==> src/mrrs_pkg.sv <==
package mrrs_pkg;

    localparam int NUM_SLOTS  = 16;
    localparam int NUM_LEVELS = 8;
    localparam int SLOT_W     = 4;
    localparam int LVL_W      = 3;
    localparam int CNT_W      = 5;
    localparam int QADDR_W    = LVL_W + SLOT_W;
    localparam int QDEPTH     = NUM_LEVELS * NUM_SLOTS;

    localparam logic [7:0] INIT_SLICE_FIRST = 8'd20;
    localparam logic [7:0] INIT_SLICE_IDLE  = 8'd1;

    typedef enum logic [1:0] {
        OP_ALLOC,
        OP_RUN,
        OP_SLEEP,
        OP_SWITCH
    } op_t;

    typedef enum logic [1:0] {
        STAT_OK,
        STAT_NO_SLOT,
        STAT_FULL,
        STAT_IGNORED
    } status_t;

    typedef enum logic [1:0] {
        SLOT_FREE,
        SLOT_ALLOC,
        SLOT_RUNNABLE
    } slot_state_t;

    typedef enum logic [4:0] {
        S_INIT0,
        S_INIT1,
        S_IDLE,
        S_ALLOC,
        S_RUN,
        S_DQ0,
        S_DQ_RD,
        S_DQ_CMP,
        S_SH_RD,
        S_SH_WR,
        S_ENQ,
        S_SLP1,
        S_SLP2,
        S_SLP3,
        S_SW1,
        S_SW2,
        S_SW3,
        S_SW4,
        S_DONE
    } fsm_t;

endpackage

==> src/mrrs_ram.sv <==
module mrrs_ram #(
    parameter int WIDTH = 4,
    parameter int DEPTH = 128
) (
    input  logic                     clk,
    input  logic                     we,
    input  logic [$clog2(DEPTH)-1:0] waddr,
    input  logic [WIDTH-1:0]         wdata,
    input  logic [$clog2(DEPTH)-1:0] raddr,
    output logic [WIDTH-1:0]         rdata
);

    logic [WIDTH-1:0] mem [DEPTH];

    always_ff @(posedge clk)
    begin
        if (we)
        begin
            mem[waddr] <= wdata;
        end
        rdata <= mem[raddr];
    end

endmodule

==> src/multilevel_round_robin_scheduler.sv <==
// The cost of run and sleep is set by the queue memory port: search and compaction
// of a level queue move one entry at a time, each entry through a read state and
// then a compare or write state. One item at a time; the next item is taken once
// the result is handed to the output register.
// Reset: asynchronous; after reset S_INIT0 and S_INIT1 write the two initial queue
// entries, and the block takes no item until then.
module multilevel_round_robin_scheduler
    import mrrs_pkg::*;
(
    input  logic        clk,
    input  logic        rst_n,
    input  logic        req_valid,
    output logic        req_ready,
    input  logic [1:0]  operation,
    input  logic [3:0]  task_id,
    input  logic signed [3:0] target_level,
    input  logic [7:0]  time_slice,
    output logic        rsp_valid,
    input  logic        rsp_ready,
    output logic [3:0]  current_task,
    output logic [2:0]  current_level,
    output logic [7:0]  next_slice,
    output logic [3:0]  alloc_slot,
    output logic        yield_request,
    output logic [1:0]  status
);

    fsm_t state_reg, state_next;

    slot_state_t        slot_state_reg [NUM_SLOTS];
    logic [LVL_W-1:0]   slot_level_reg [NUM_SLOTS];
    logic [7:0]         slot_slice_reg [NUM_SLOTS];
    logic [CNT_W-1:0]   level_count_reg [NUM_LEVELS];
    logic [SLOT_W-1:0]  level_pos_reg [NUM_LEVELS];

    logic [LVL_W-1:0]   serving_reg, serving_next;
    logic               recheck_reg, recheck_next;
    logic [SLOT_W-1:0]  running_reg, running_next;

    op_t                op_reg, op_next;
    logic [SLOT_W-1:0]  t_reg, t_next;
    logic [3:0]         lraw_reg, lraw_next;
    logic [7:0]         slice_reg, slice_next;
    logic [LVL_W-1:0]   lv_reg, lv_next;
    logic [LVL_W-1:0]   dq_lv_reg, dq_lv_next;
    logic [CNT_W-1:0]   idx_reg, idx_next;
    logic [CNT_W-1:0]   cnt_reg, cnt_next;
    logic [CNT_W-1:0]   pos_reg, pos_next;
    logic [CNT_W-1:0]   nx_reg, nx_next;
    logic [SLOT_W-1:0]  head_task_reg, head_task_next;
    logic               ret_enq_reg, ret_enq_next;

    logic [7:0]         res_slice_reg, res_slice_next;
    logic [SLOT_W-1:0]  res_alloc_reg, res_alloc_next;
    logic               res_yield_reg, res_yield_next;
    status_t            res_status_reg, res_status_next;

    logic               rsp_valid_reg, rsp_valid_next;
    logic [3:0]         o_task_reg, o_task_next;
    logic [2:0]         o_level_reg, o_level_next;
    logic [7:0]         o_slice_reg, o_slice_next;
    logic [3:0]         o_alloc_reg, o_alloc_next;
    logic               o_yield_reg, o_yield_next;
    status_t            o_status_reg, o_status_next;

    logic [SLOT_W-1:0]  sidx;
    logic [LVL_W-1:0]   lidx;
    logic               ss_we, sl_we, sc_we;
    slot_state_t        ss_wd;
    logic [LVL_W-1:0]   sl_wd;
    logic               lc_we, lp_we;
    logic [CNT_W-1:0]   lc_wd;
    logic [SLOT_W-1:0]  lp_wd;

    logic               q_we;
    logic [QADDR_W-1:0] q_waddr, q_raddr;
    logic [SLOT_W-1:0]  q_wdata, q_rdata;

    logic [LVL_W-1:0]   best_level;
    logic [3:0]         lv4;
    logic               runnable, moving, adding;
    logic [CNT_W-1:0]   p_tmp, n_tmp, c_tmp;

    mrrs_ram #(
        .WIDTH (SLOT_W),
        .DEPTH (QDEPTH)
    ) u_queue (
        .clk   (clk),
        .we    (q_we),
        .waddr (q_waddr),
        .wdata (q_wdata),
        .raddr (q_raddr),
        .rdata (q_rdata)
    );

    always_comb
    begin
        best_level = LVL_W'(NUM_LEVELS - 1);
        for (int i = NUM_LEVELS - 1; i >= 0; i--)
        begin
            if (level_count_reg[i] != '0)
            begin
                best_level = LVL_W'(i);
            end
        end
    end

    always_ff @(posedge clk or negedge rst_n)
    begin
        if (!rst_n)
        begin
            state_reg     <= S_INIT0;
            serving_reg   <= '0;
            recheck_reg   <= 1'b1;
            running_reg   <= '0;
            rsp_valid_reg <= 1'b0;
            for (int i = 0; i < NUM_SLOTS; i++)
            begin
                slot_state_reg[i] <= SLOT_FREE;
                slot_level_reg[i] <= '0;
                slot_slice_reg[i] <= '0;
            end
            slot_state_reg[0] <= SLOT_RUNNABLE;
            slot_slice_reg[0] <= INIT_SLICE_FIRST;
            slot_state_reg[1] <= SLOT_RUNNABLE;
            slot_level_reg[1] <= LVL_W'(NUM_LEVELS - 1);
            slot_slice_reg[1] <= INIT_SLICE_IDLE;
            for (int i = 0; i < NUM_LEVELS; i++)
            begin
                level_count_reg[i] <= '0;
                level_pos_reg[i]   <= '0;
            end
            level_count_reg[0]              <= CNT_W'(1);
            level_count_reg[NUM_LEVELS - 1] <= CNT_W'(1);
        end
        else
        begin
            state_reg     <= state_next;
            serving_reg   <= serving_next;
            recheck_reg   <= recheck_next;
            running_reg   <= running_next;
            rsp_valid_reg <= rsp_valid_next;
            if (ss_we)
            begin
                slot_state_reg[sidx] <= ss_wd;
            end
            if (sl_we)
            begin
                slot_level_reg[sidx] <= sl_wd;
            end
            if (sc_we)
            begin
                slot_slice_reg[sidx] <= slice_reg;
            end
            if (lc_we)
            begin
                level_count_reg[lidx] <= lc_wd;
            end
            if (lp_we)
            begin
                level_pos_reg[lidx] <= lp_wd;
            end
        end
    end

    always_ff @(posedge clk)
    begin
        op_reg         <= op_next;
        t_reg          <= t_next;
        lraw_reg       <= lraw_next;
        slice_reg      <= slice_next;
        lv_reg         <= lv_next;
        dq_lv_reg      <= dq_lv_next;
        idx_reg        <= idx_next;
        cnt_reg        <= cnt_next;
        pos_reg        <= pos_next;
        nx_reg         <= nx_next;
        head_task_reg  <= head_task_next;
        ret_enq_reg    <= ret_enq_next;
        res_slice_reg  <= res_slice_next;
        res_alloc_reg  <= res_alloc_next;
        res_yield_reg  <= res_yield_next;
        res_status_reg <= res_status_next;
        o_task_reg     <= o_task_next;
        o_level_reg    <= o_level_next;
        o_slice_reg    <= o_slice_next;
        o_alloc_reg    <= o_alloc_next;
        o_yield_reg    <= o_yield_next;
        o_status_reg   <= o_status_next;
    end

    always_comb
    begin
        state_next      = state_reg;
        serving_next    = serving_reg;
        recheck_next    = recheck_reg;
        running_next    = running_reg;
        op_next         = op_reg;
        t_next          = t_reg;
        lraw_next       = lraw_reg;
        slice_next      = slice_reg;
        lv_next         = lv_reg;
        dq_lv_next      = dq_lv_reg;
        idx_next        = idx_reg;
        cnt_next        = cnt_reg;
        pos_next        = pos_reg;
        nx_next         = nx_reg;
        head_task_next  = head_task_reg;
        ret_enq_next    = ret_enq_reg;
        res_slice_next  = res_slice_reg;
        res_alloc_next  = res_alloc_reg;
        res_yield_next  = res_yield_reg;
        res_status_next = res_status_reg;
        rsp_valid_next  = rsp_valid_reg && !rsp_ready;
        o_task_next     = o_task_reg;
        o_level_next    = o_level_reg;
        o_slice_next    = o_slice_reg;
        o_alloc_next    = o_alloc_reg;
        o_yield_next    = o_yield_reg;
        o_status_next   = o_status_reg;

        sidx    = t_reg;
        lidx    = serving_reg;
        ss_we   = 1'b0;
        ss_wd   = SLOT_ALLOC;
        sl_we   = 1'b0;
        sl_wd   = lv_reg;
        sc_we   = 1'b0;
        lc_we   = 1'b0;
        lc_wd   = cnt_reg;
        lp_we   = 1'b0;
        lp_wd   = pos_reg[SLOT_W-1:0];
        q_we    = 1'b0;
        q_waddr = '0;
        q_wdata = '0;
        q_raddr = '0;
        req_ready = 1'b0;

        lv4      = lraw_reg[3] ? {1'b0, slot_level_reg[t_reg]} : lraw_reg;
        runnable = slot_state_reg[t_reg] == SLOT_RUNNABLE;
        moving   = runnable && (slot_level_reg[t_reg] != lv4[LVL_W-1:0]);
        adding   = !runnable || moving;
        p_tmp    = '0;
        n_tmp    = '0;
        c_tmp    = '0;

        unique case (state_reg)
            S_INIT0:
            begin
                q_we       = 1'b1;
                q_waddr    = '0;
                q_wdata    = '0;
                state_next = S_INIT1;
            end
            S_INIT1:
            begin
                q_we       = 1'b1;
                q_waddr    = {LVL_W'(NUM_LEVELS - 1), SLOT_W'(0)};
                q_wdata    = SLOT_W'(1);
                state_next = S_IDLE;
            end
            S_IDLE:
            begin
                req_ready = 1'b1;
                if (req_valid)
                begin
                    op_next         = op_t'(operation);
                    t_next          = task_id;
                    lraw_next       = target_level;
                    slice_next      = time_slice;
                    idx_next        = '0;
                    res_slice_next  = '0;
                    res_alloc_next  = '0;
                    res_yield_next  = 1'b0;
                    res_status_next = STAT_OK;
                    unique case (op_t'(operation))
                        OP_ALLOC:  state_next = S_ALLOC;
                        OP_RUN:    state_next = S_RUN;
                        OP_SLEEP:  state_next = S_SLP1;
                        OP_SWITCH: state_next = S_SW1;
                        default:   state_next = S_IDLE;
                    endcase
                end
            end
            S_ALLOC:
            begin
                sidx = idx_reg[SLOT_W-1:0];
                if (slot_state_reg[sidx] == SLOT_FREE)
                begin
                    ss_we          = 1'b1;
                    ss_wd          = SLOT_ALLOC;
                    res_alloc_next = idx_reg[SLOT_W-1:0];
                    state_next     = S_DONE;
                end
                else if (idx_reg == CNT_W'(NUM_SLOTS - 1))
                begin
                    res_status_next = STAT_NO_SLOT;
                    state_next      = S_DONE;
                end
                else
                begin
                    idx_next = idx_reg + 1'b1;
                end
            end
            S_RUN:
            begin
                lidx = lv4[LVL_W-1:0];
                if (({1'b0, t_reg} >= CNT_W'(NUM_SLOTS)) || (lv4 >= 4'(NUM_LEVELS)))
                begin
                    res_status_next = STAT_IGNORED;
                    state_next      = S_DONE;
                end
                else if (adding && (level_count_reg[lidx] >= CNT_W'(NUM_SLOTS)))
                begin
                    res_status_next = STAT_FULL;
                    state_next      = S_DONE;
                end
                else
                begin
                    sc_we        = slice_reg != '0;
                    recheck_next = 1'b1;
                    lv_next      = lv4[LVL_W-1:0];
                    ret_enq_next = 1'b1;
                    if (moving)
                    begin
                        state_next = S_DQ0;
                    end
                    else if (adding)
                    begin
                        state_next = S_ENQ;
                    end
                    else
                    begin
                        state_next = S_DONE;
                    end
                end
            end
            S_DQ0:
            begin
                lidx       = slot_level_reg[t_reg];
                dq_lv_next = lidx;
                cnt_next   = level_count_reg[lidx];
                pos_next   = {1'b0, level_pos_reg[lidx]};
                ss_we      = 1'b1;
                ss_wd      = SLOT_ALLOC;
                idx_next   = '0;
                state_next = S_DQ_RD;
            end
            S_DQ_RD:
            begin
                if (idx_reg < cnt_reg)
                begin
                    q_raddr    = {dq_lv_reg, idx_reg[SLOT_W-1:0]};
                    state_next = S_DQ_CMP;
                end
                else
                begin
                    state_next = ret_enq_reg ? S_ENQ : S_SLP3;
                end
            end
            S_DQ_CMP:
            begin
                if (q_rdata == t_reg)
                begin
                    c_tmp = cnt_reg - 1'b1;
                    p_tmp = (idx_reg < pos_reg) ? pos_reg - 1'b1 : pos_reg;
                    if (p_tmp >= c_tmp)
                    begin
                        p_tmp = '0;
                    end
                    cnt_next   = c_tmp;
                    pos_next   = p_tmp;
                    state_next = S_SH_RD;
                end
                else
                begin
                    idx_next   = idx_reg + 1'b1;
                    state_next = S_DQ_RD;
                end
            end
            S_SH_RD:
            begin
                n_tmp = idx_reg + 1'b1;
                if (idx_reg < cnt_reg)
                begin
                    q_raddr    = {dq_lv_reg, n_tmp[SLOT_W-1:0]};
                    state_next = S_SH_WR;
                end
                else
                begin
                    lidx       = dq_lv_reg;
                    lc_we      = 1'b1;
                    lc_wd      = cnt_reg;
                    lp_we      = 1'b1;
                    lp_wd      = pos_reg[SLOT_W-1:0];
                    state_next = ret_enq_reg ? S_ENQ : S_SLP3;
                end
            end
            S_SH_WR:
            begin
                q_we       = 1'b1;
                q_waddr    = {dq_lv_reg, idx_reg[SLOT_W-1:0]};
                q_wdata    = q_rdata;
                idx_next   = idx_reg + 1'b1;
                state_next = S_SH_RD;
            end
            S_ENQ:
            begin
                lidx  = lv_reg;
                c_tmp = level_count_reg[lidx];
                if (c_tmp < CNT_W'(NUM_SLOTS))
                begin
                    q_we    = 1'b1;
                    q_waddr = {lv_reg, c_tmp[SLOT_W-1:0]};
                    q_wdata = t_reg;
                    lc_we   = 1'b1;
                    lc_wd   = c_tmp + 1'b1;
                end
                ss_we      = 1'b1;
                ss_wd      = SLOT_RUNNABLE;
                sl_we      = 1'b1;
                sl_wd      = lv_reg;
                state_next = S_DONE;
            end
            S_SLP1:
            begin
                if (({1'b0, t_reg} >= CNT_W'(NUM_SLOTS)) || !runnable)
                begin
                    res_status_next = STAT_IGNORED;
                    state_next      = S_DONE;
                end
                else
                begin
                    q_raddr    = {serving_reg, level_pos_reg[lidx]};
                    state_next = S_SLP2;
                end
            end
            S_SLP2:
            begin
                head_task_next = q_rdata;
                ret_enq_next   = 1'b0;
                state_next     = S_DQ0;
            end
            S_SLP3:
            begin
                if (t_reg == head_task_reg)
                begin
                    serving_next   = best_level;
                    recheck_next   = 1'b0;
                    res_yield_next = 1'b1;
                end
                state_next = S_DONE;
            end
            S_SW1:
            begin
                c_tmp = level_count_reg[lidx];
                p_tmp = {1'b0, level_pos_reg[lidx]} + 1'b1;
                n_tmp = p_tmp + 1'b1;
                if (p_tmp >= c_tmp)
                begin
                    p_tmp = '0;
                end
                if (n_tmp >= c_tmp)
                begin
                    n_tmp = '0;
                end
                lp_we   = 1'b1;
                lp_wd   = p_tmp[SLOT_W-1:0];
                nx_next = n_tmp;
                if (recheck_reg)
                begin
                    serving_next = best_level;
                    recheck_next = 1'b0;
                end
                state_next = S_SW2;
            end
            S_SW2:
            begin
                if (nx_reg >= level_count_reg[lidx])
                begin
                    nx_next = '0;
                end
                q_raddr    = {serving_reg, level_pos_reg[lidx]};
                state_next = S_SW3;
            end
            S_SW3:
            begin
                running_next = q_rdata;
                q_raddr      = {serving_reg, nx_reg[SLOT_W-1:0]};
                state_next   = S_SW4;
            end
            S_SW4:
            begin
                sidx           = q_rdata;
                res_slice_next = slot_slice_reg[sidx];
                state_next     = S_DONE;
            end
            S_DONE:
            begin
                if (!rsp_valid_reg || rsp_ready)
                begin
                    rsp_valid_next = 1'b1;
                    o_task_next    = running_reg;
                    o_level_next   = serving_reg;
                    o_slice_next   = res_slice_reg;
                    o_alloc_next   = res_alloc_reg;
                    o_yield_next   = res_yield_reg;
                    o_status_next  = res_status_reg;
                    state_next     = S_IDLE;
                end
            end
            default:
            begin
                state_next = S_IDLE;
            end
        endcase
    end

    assign rsp_valid     = rsp_valid_reg;
    assign current_task  = o_task_reg;
    assign current_level = o_level_reg;
    assign next_slice    = o_slice_reg;
    assign alloc_slot    = o_alloc_reg;
    assign yield_request = o_yield_reg;
    assign status        = o_status_reg;

    logic count_over;
    always_comb
    begin
        count_over = 1'b0;
        for (int i = 0; i < NUM_LEVELS; i++)
        begin
            if (level_count_reg[i] > CNT_W'(NUM_SLOTS))
            begin
                count_over = 1'b1;
            end
        end
    end

    a_count_bound: assert property (@(posedge clk) disable iff (!rst_n) !count_over)
        else $error("level count above slot count");

    a_one_item: assert property (@(posedge clk) disable iff (!rst_n)
        (req_valid && req_ready) |=> !req_ready)
        else $error("item taken while another is in work");

    a_ignored_clean: assert property (@(posedge clk) disable iff (!rst_n)
        (rsp_valid && (status == STAT_IGNORED)) |-> ((alloc_slot == '0) && !yield_request))
        else $error("ignored item carries a result");

    a_yield_sleep: assert property (@(posedge clk) disable iff (!rst_n)
        (rsp_valid && yield_request) |-> (status == STAT_OK) && (next_slice == '0))
        else $error("yield outside a successful sleep");

endmodule
==> config.mk <==
export PLATFORM = sky130hd
export DESIGN_NAME = multilevel_round_robin_scheduler
export DESIGN_NICKNAME = d
export VERILOG_FILES = /design/src/mrrs_pkg.sv /design/src/mrrs_ram.sv /design/src/multilevel_round_robin_scheduler.sv
export SDC_FILE = /design/constraint.sdc
export NUM_CORES = 1
export LEC_CHECK = 0
export BUFFER_PORTS_ARGS = -buffer_cell sky130_fd_sc_hd__buf_2
export CELL_PAD_IN_SITES_DETAIL_PLACEMENT = 1
export CELL_PAD_IN_SITES_GLOBAL_PLACEMENT = 1
export CORE_ASPECT_RATIO = 2
export CORE_UTILIZATION = 59
export CTS_CLUSTER_SIZE = 10
export DETAILED_ROUTE_END_ITERATION = 6
export PLACE_DENSITY = 0.82
export SYNTH_ARGS = -nofsm -noshare
export SYNTH_HDL_FRONTEND = slang
export SYNTH_HIERARCHICAL = 1
export SYNTH_SLANG_ARGS = --single-unit
==> constraint.sdc <==
create_clock -name clk -period 16.6 [get_ports clk]
set_input_delay 3.32 -clock clk [delete_from_list [all_inputs] [get_ports clk]]
set_output_delay 3.32 -clock clk [all_outputs]
set_load 0.02 [all_outputs]
**Yosys cells after proc, flatten, opt, wreduce, memory -nomap -nowiden**

Memories as Yosys holds them, arrays and structs flattened. A register that Yosys moved wholly into a read port is not among the register bits.
Cells that the tools add are included.
W data, S select, Z words.

- Flip-flop bits (word level): 378
- Memory bits (writable): 512
- Input port bits: 22
- Output and inout port bits: 24
- Logic and storage cells: 355
- Memories kept: 1

Memories:

| name | depth | width | read ports | clocked after Yosys merged registers in | wr ports | line | source |
|---|---|---|---|---|---|---|---|
| u_queue.mem | 128 | 4 | 1 | 1 | 1 | mrrs_ram.sv:13 | `logic [WIDTH-1:0] mem [DEPTH];` |

- Add/sub/neg operators: 6
- Magnitude comparators: 20
- Eq/ne operators: 42
- Muxes and demuxes: 137
- Bitwise logic cells: 11
- Reduce and logical (&&, ||, !) cells: 48

Operators with widths:

| kind | number |
|---|---|
| $mux W5 | 30 |
| $bwmux W128 | 1 |
| $pmux W5 S16 | 1 |
| $bwmux W32 | 2 |
| $bmux W5 S3 | 4 |
| $bwmux W48 | 1 |
| $mux W4 | 12 |
| $eq A5 B4 Y1 const B | 9 |
| $bwmux W40 | 1 |
| $reduce_bool A5 Y1 | 8 |
| $mux W3 | 13 |
| $pmux W7 S5 | 1 |
| $bmux W8 S4 | 1 |
| $demux W8 S4 | 1 |
| $mux W8 | 4 |
| $pmux W5 S2 | 3 |
| $mux W2 | 14 |
| $mux W7 | 4 |
| $ne A2 B2 Y1 const B | 14 |
| $ge A5 B5 Y1 const B | 5 |
| $pmux W5 S5 | 1 |
| $bmux W4 S3 | 2 |
| $pmux W7 S3 | 1 |
| $eq A5 B3 Y1 const B | 4 |
| other kinds (53) | 127 |

**Depth between registers and ports, before layout**

- Depth in word-level cells: 14
- Gate-level depth with buffers: 15
- Depth with buffers taken out: 15

**Cells and area by module**

The synthesis kept the hierarchy.

By module, submodules not included:

| module | instances | cells each | area each (um^2) | sequential area each (um^2) |
|---|---|---|---|---|
| mrrs_ram | 1 | 908 | 20193.1 | 15454.8 |
| multilevel_round_robin_scheduler | 1 | 1591 | 19733.9 | 9893.2 |

**Worst setup path before layout**

No wires, ideal clock.

- Path type: register to register
- Start: register lv_reg[0]
- End: memory u_queue.mem[0][3] (data pin)
- Setup time: 1197 ps
- Arrival: 6831 ps
- Required time: 15403 ps
- Path slack: 8572 ps
- Cell stages (with the launch flop): 7
- Path buffers: 2
- Clock period less this slack: 8028 ps
- Cell sequence: edfxtp_1 -> clkbuf_1 -> mux4_2 -> mux2i_1 -> nand2_1 -> clkbuf_1 -> o21ai_0

- Longest elaborated chain between the ends: 7

Ends and longest elaborated chain:

| element | line | source |
|---|---|---|
| start: declaration | multilevel_round_robin_scheduler.sv:44 | `logic [LVL_W-1:0] lv_reg, lv_next;` |
| start signal: assignment | multilevel_round_robin_scheduler.sv:172 | `lv_reg <= lv_next;` |
| $not A3 Y4 (not written as such) | multilevel_round_robin_scheduler.sv:410 | `c_tmp = level_count_reg[lidx];` |
| $bmux W5 S3 | multilevel_round_robin_scheduler.sv:410 |  |
| $mux W5 (not written as such) (2 in a row) | multilevel_round_robin_scheduler.sv:410 |  |
| $lt A5 B5 Y1 | multilevel_round_robin_scheduler.sv:411 | `if (c_tmp < CNT_W'(NUM_SLOTS))` |
| $mux W4 | multilevel_round_robin_scheduler.sv:411 |  |
| $pmux W4 S3 | multilevel_round_robin_scheduler.sv:247 | `unique case (state_reg)` |
| via q_wdata[3] | multilevel_round_robin_scheduler.sv:77 | `logic [SLOT_W-1:0] q_wdata, q_rdata;` |
| end: declaration | mrrs_ram.sv:13 |  |

The timed path passes the listed nets, and every way through them passes these cells. The select of a mux whose other input is x is not followed.

**Final worst setup path**

- Start: register t_reg[1]
- End: register u_queue.rdata[2], read port of u_queue.mem

- Longest elaborated chain between the ends: 7

Ends and longest elaborated chain:

| element | line | source |
|---|---|---|
| start: declaration | multilevel_round_robin_scheduler.sv:41 | `logic [SLOT_W-1:0] t_reg, t_next;` |
| start signal: assignment | multilevel_round_robin_scheduler.sv:169 | `t_reg <= t_next;` |
| $not A4 Y5 (not written as such) | multilevel_round_robin_scheduler.sv:240 | `runnable = slot_state_reg[t_reg] == SLOT_RUNNABLE;` |
| $bmux W2 S4 | multilevel_round_robin_scheduler.sv:240 |  |
| $mux W2 (not written as such) (2 in a row) | multilevel_round_robin_scheduler.sv:240 |  |
| $eq A2 B2 Y1 | multilevel_round_robin_scheduler.sv:240 |  |
| $mux W7 | multilevel_round_robin_scheduler.sv:427 | `if (({1'b0, t_reg} >= CNT_W'(NUM_SLOTS)) \|\| !runnable)` |
| $pmux W7 S5 | multilevel_round_robin_scheduler.sv:247 |  |
| via q_raddr[2] | multilevel_round_robin_scheduler.sv:76 | `logic [QADDR_W-1:0] q_waddr, q_raddr;` |
| end: declaration | mrrs_ram.sv:10 | `output logic [WIDTH-1:0] rdata` |

The timed path passes the listed nets, and every way through them passes these cells. The select of a mux whose other input is x is not followed.
A chain may end at the register's enable or synchronous reset.

==> results by stage <==
Outcome:
- The flow ran to the end, and the final reports show no timing, DRC or antenna violations.

Clock network:
- The clock net in this run drives a total of 894 sinks.
- The number of clock buffers inserted by TritonCTS is 99.
- Clock-pin slew was measured on the worst setup and hold paths at 60 ps.
- TritonCTS built the clock tree.
- The H-tree was split into 3 levels.
- After clock tree synthesis, the flow added hold-fix buffers numbering 0.
- The number of cells upsized or downsized after cts is 0.
- The buffer type at the clock tree root is sky130_fd_sc_hd__clkbuf_16.
- After clock tree synthesis, the setup repair step added 0 buffers.
- The number of buffers on the longest clock path is 3.
- The clock latency of the later-clocked register in the worst-skew pair is 710 ps.

Yosys:
- The area of the mapped netlist is 39,930 um^2.
- Synthesis instantiated 75 different standard cells from the library.
- The Yosys warning count is 6.
- After synthesis, the cell types taking the most area are sky130_fd_sc_hd__edfxtp_1, sky130_fd_sc_hd__dfrtp_1, sky130_fd_sc_hd__mux4_2.
- The post-synth net total is 2,556.
- The fraction of registers with async set/reset is 32.89%.
- In the synthesized netlist, the number of instances is 2,499.
- The fraction of synthesized cell area taken by the top area cell type is 44.82%.
- The number of enable-type register cells in the synthesized netlist is 596.
- The post-synthesis average cell area is 15.98 um^2.
- The biggest area contributor in the post-synthesis netlist is sky130_fd_sc_hd__edfxtp_1.
- The most used flip-flop cell after synthesis is sky130_fd_sc_hd__edfxtp_1.
- Counting flops and latches in the post-synthesis netlist gives 894.
- Sequential cells were found to cover 63.49% of the synthesized design area.

Job:
- The tool flagged a number of max-cap violations equal to 0.

Finish:
- The post-layout instance area is 44,080 um^2.
- The number of antenna repair diodes is 0.
- Cells fill 65.89% of the core in the end.
- Excluding fillers, the count of instances in the completed layout stands at 3,508.
- The register with the most flip-flops in the layout has 512 of them.
- In the final design database the tool counted 2,606 nets.
- Cells with a size suffix above 1 make up 24.35% of the layout.
- Counting the fill cells in the layout gives 5,730.
- From synthesis to final layout, the design area changed by 10.39%.

Floorplanning:
- The initial core utilization is 59.68%.
- The die covers 68,780 um^2.
- After floorplanning, the core was divided into 134 placement rows.
- The horizontal die dimension is 185.9 um.
- 46 I/O pins were placed.
- The vertical extent of the die is 369.9 um.
- The area of the core is 66,900 um^2.

Hold path:
- The class of the worst hold path is reg -> reg.

Placement:
- The instance area at placement is 41,170 um^2.
- The total of buffers placed on input and output ports is 45.
- The worst slack at placement is 10,070 ps.
- Counting tap cells, the placed design contains a total of 3,332 instances.
- The routability-driven placement congestion ratio is 0.9346.
- The total half-perimeter wirelength after legalization and detailed placement is 80,820 um.

STA:
- At the pin with the least slew margin, the transition time is 1322 ps.
- The final-report setup violation count is 0.
- Setup repair after global routing left no endpoint under its margin.
- Between clock sinks in the finished design, the worst skew comes to 41.84 ps.
- The post-route minimum period is 6661 ps.
- The post-layout worst setup margin is 9939 ps.
- The hold violation count in the final report came to 0.
- Hold timing on the final database bottoms out at a slack of 425.8 ps.
- In the final timing run, aggregate negative setup slack is 0 ps.
- The final worst-path cycle share is 40.13%.
- The highest achievable clock rate is 0.1501 GHz.
- The number of max-slew violations in the final report is 0.
- The worst pin sits at a relative slew slack of 11.85%.

Worst setup path:
- The sum of buffers and inverters on the critical path is 2.
- Counting stages on the worst path, the most repeated cell is sky130_fd_sc_hd__mux4_2.
- The worst endpoint data arrival time is 7230 ps.
- The largest individual stage delay along the critical path comes from the cell sky130_fd_sc_hd__buf_4.
- The kind of cell with the highest combined delay along the critical path is multiplexers.
- STA puts the critical path data required time at 17,170 ps.
- The capturing element type of the critical path is a register.
- The maximum fanout along the worst path is 73.
- The class of the most critical setup path is reg -> reg.
- STA classifies the critical path startpoint as a register.
- The signal on the critical path passes through mux4_2 -> mux4_2 -> nor3_1 -> nor2_1 -> o21ai_4 -> buf_4 -> buf_4 -> mux4_2 -> mux4_2 -> mux4_2 -> mux2_2.
- The largest single stage delay on the critical path is 890 ps.

Drt:
- After detailed routing, the number of vias per cell comes to 6.869.
- The post-detailed-route DRC marker count is 0.
- The final routed wirelength across all metal layers is 117,800 um.
- The number of design-rule violations left by the first detailed-router iteration is 2,051.
- The length of the first detailed-routing pass in iterations is 6.
- The average detailed-routed wire length per instance is 33.58 um.
- In this run the remaining antenna-violating nets after routing total 0.
- The routed layout has 24,098 vias.

GRT:
- The overall overflow remaining after global route is 0.
- The number of antenna violations at the first check in global routing was 1.
- The largest net degree at the start of global routing is 186.
- The overall routing resource usage is 36.12%.
- The first-pass GRT wire length is 176,100 um.
- The via count of the first global-routing pass was 26,969.

Power and ir drop:
- IR analysis of the VDD net gives a maximum drop of 0.1231 mV.
- The total power is 6.953 mW.
- The analysis attributes to cell leakage a power of 15.77 nW.
- The power density over the cells is 157.7 nW/um^2.
## worst paths after layout
path | startpoint | to | slack [ps] | cells past startpoint
setup / recovery | t_reg[1] | u_queue/rdata[2] | 9940 | 11
hold / removal | res_slice_reg[6] | next_slice[6] | 430 | 0
setup reg to reg | t_reg[1] | u_queue/rdata[2] | 9940 | 11
hold reg to reg | res_slice_reg[6] | next_slice[6] | 430 | 0
max in group asynchronous | rst_n | level_pos_reg[17] | 12230 | 2
min in group asynchronous | rst_n | slot_slice_reg[80] | 2630 | 1
## layer usage
layer / routed length, um / GRT usage, % / share of wire (%)
met1: 37200 / 36.83 / 32
met4: 10140 / 27.52 / 8.6
met2: 64960 / 65.33 / 55
met5: 13 / 0 / 0.011
met3: 5493 / 5.368 / 4.7
## cell type report
cell class	count	area (um^2)	area share, %
multi-input combinational	1426	13960	31.66
timing repair buffer	94	628.1	1.425
tap	884	1106	2.509
clock buffer	171	2811	6.379
clock inverter	5	97.59	0.2214
sequential	894	25350	57.51
inverter	34	127.6	0.2895
## cells in the final DEF (no fill, tap or decap), drive strengths merged, types with 8 or more instances in the layout
| cell type | instances |
|---|---|
| a21o | 10 |
| and2 | 18 |
| o2111ai | 9 |
| dfrtp | 283 |
| buf | 94 |
| or4 | 9 |
| mux2 | 142 |
| nor3b | 8 |
| mux4 | 243 |
| o211ai | 22 |
| ha | 35 |
| nand2b | 33 |
| o21a | 8 |
| a21oi | 45 |
| inv | 34 |
| nor2b | 22 |
| o2bb2ai | 128 |
| edfxtp | 596 |
| a22oi | 12 |
| mux2i | 78 |
| and3 | 12 |
| a31oi | 8 |
| xor2 | 13 |
| nand2 | 93 |
| nor2 | 228 |
| o21ai | 70 |
| clkbuf | 171 |
| nand3 | 42 |
| dfstp | 11 |
| nor3 | 32 |
| xnor2 | 14 |
## Yosys cell counts, types with 17 or more instances
cell type and instances:
sky130_fd_sc_hd__buf_1 17, sky130_fd_sc_hd__nor2_1 228, sky130_fd_sc_hd__o21ai_0 63, sky130_fd_sc_hd__buf_2 31, sky130_fd_sc_hd__ha_1 35, sky130_fd_sc_hd__nand2_1 93, sky130_fd_sc_hd__mux2_2 142, sky130_fd_sc_hd__mux4_2 243
sky130_fd_sc_hd__edfxtp_1 596, sky130_fd_sc_hd__clkbuf_1 91, sky130_fd_sc_hd__o2bb2ai_1 128, sky130_fd_sc_hd__nor3_1 32, sky130_fd_sc_hd__mux2i_1 78, sky130_fd_sc_hd__nand2b_1 33, sky130_fd_sc_hd__inv_1 31, sky130_fd_sc_hd__nor2b_1 22
sky130_fd_sc_hd__and2_1 18, sky130_fd_sc_hd__dfrtp_1 283, sky130_fd_sc_hd__a21oi_1 45, sky130_fd_sc_hd__nand3_1 42
## kinds of logic (layout without fill, tap and decap cells)
logic type	after synthesis	after routing	share of synthesized area (%)
AO/OA/AOI/OAI	368	368	7.051
XOR/XNOR	27	27	0.5923
adder cells (fa/ha/maj)	35	35	1.097
buffers and inverters	179	304	1.830
flip-flops	894	894	63.49
multiplexers	463	463	19.67
AND/OR/NAND/NOR	533	533	6.277
## power by group
| part | switching, mW | internal [mW] | total [mW] |
|---|---|---|---|
| logic | 1.19 | 0.788 | 1.98 |
| registers | 0.223 | 2.72 | 2.95 |
| clock network | 0.883 | 1.14 | 2.03 |
No activity file was read; power rests on OpenSTA's default activity.
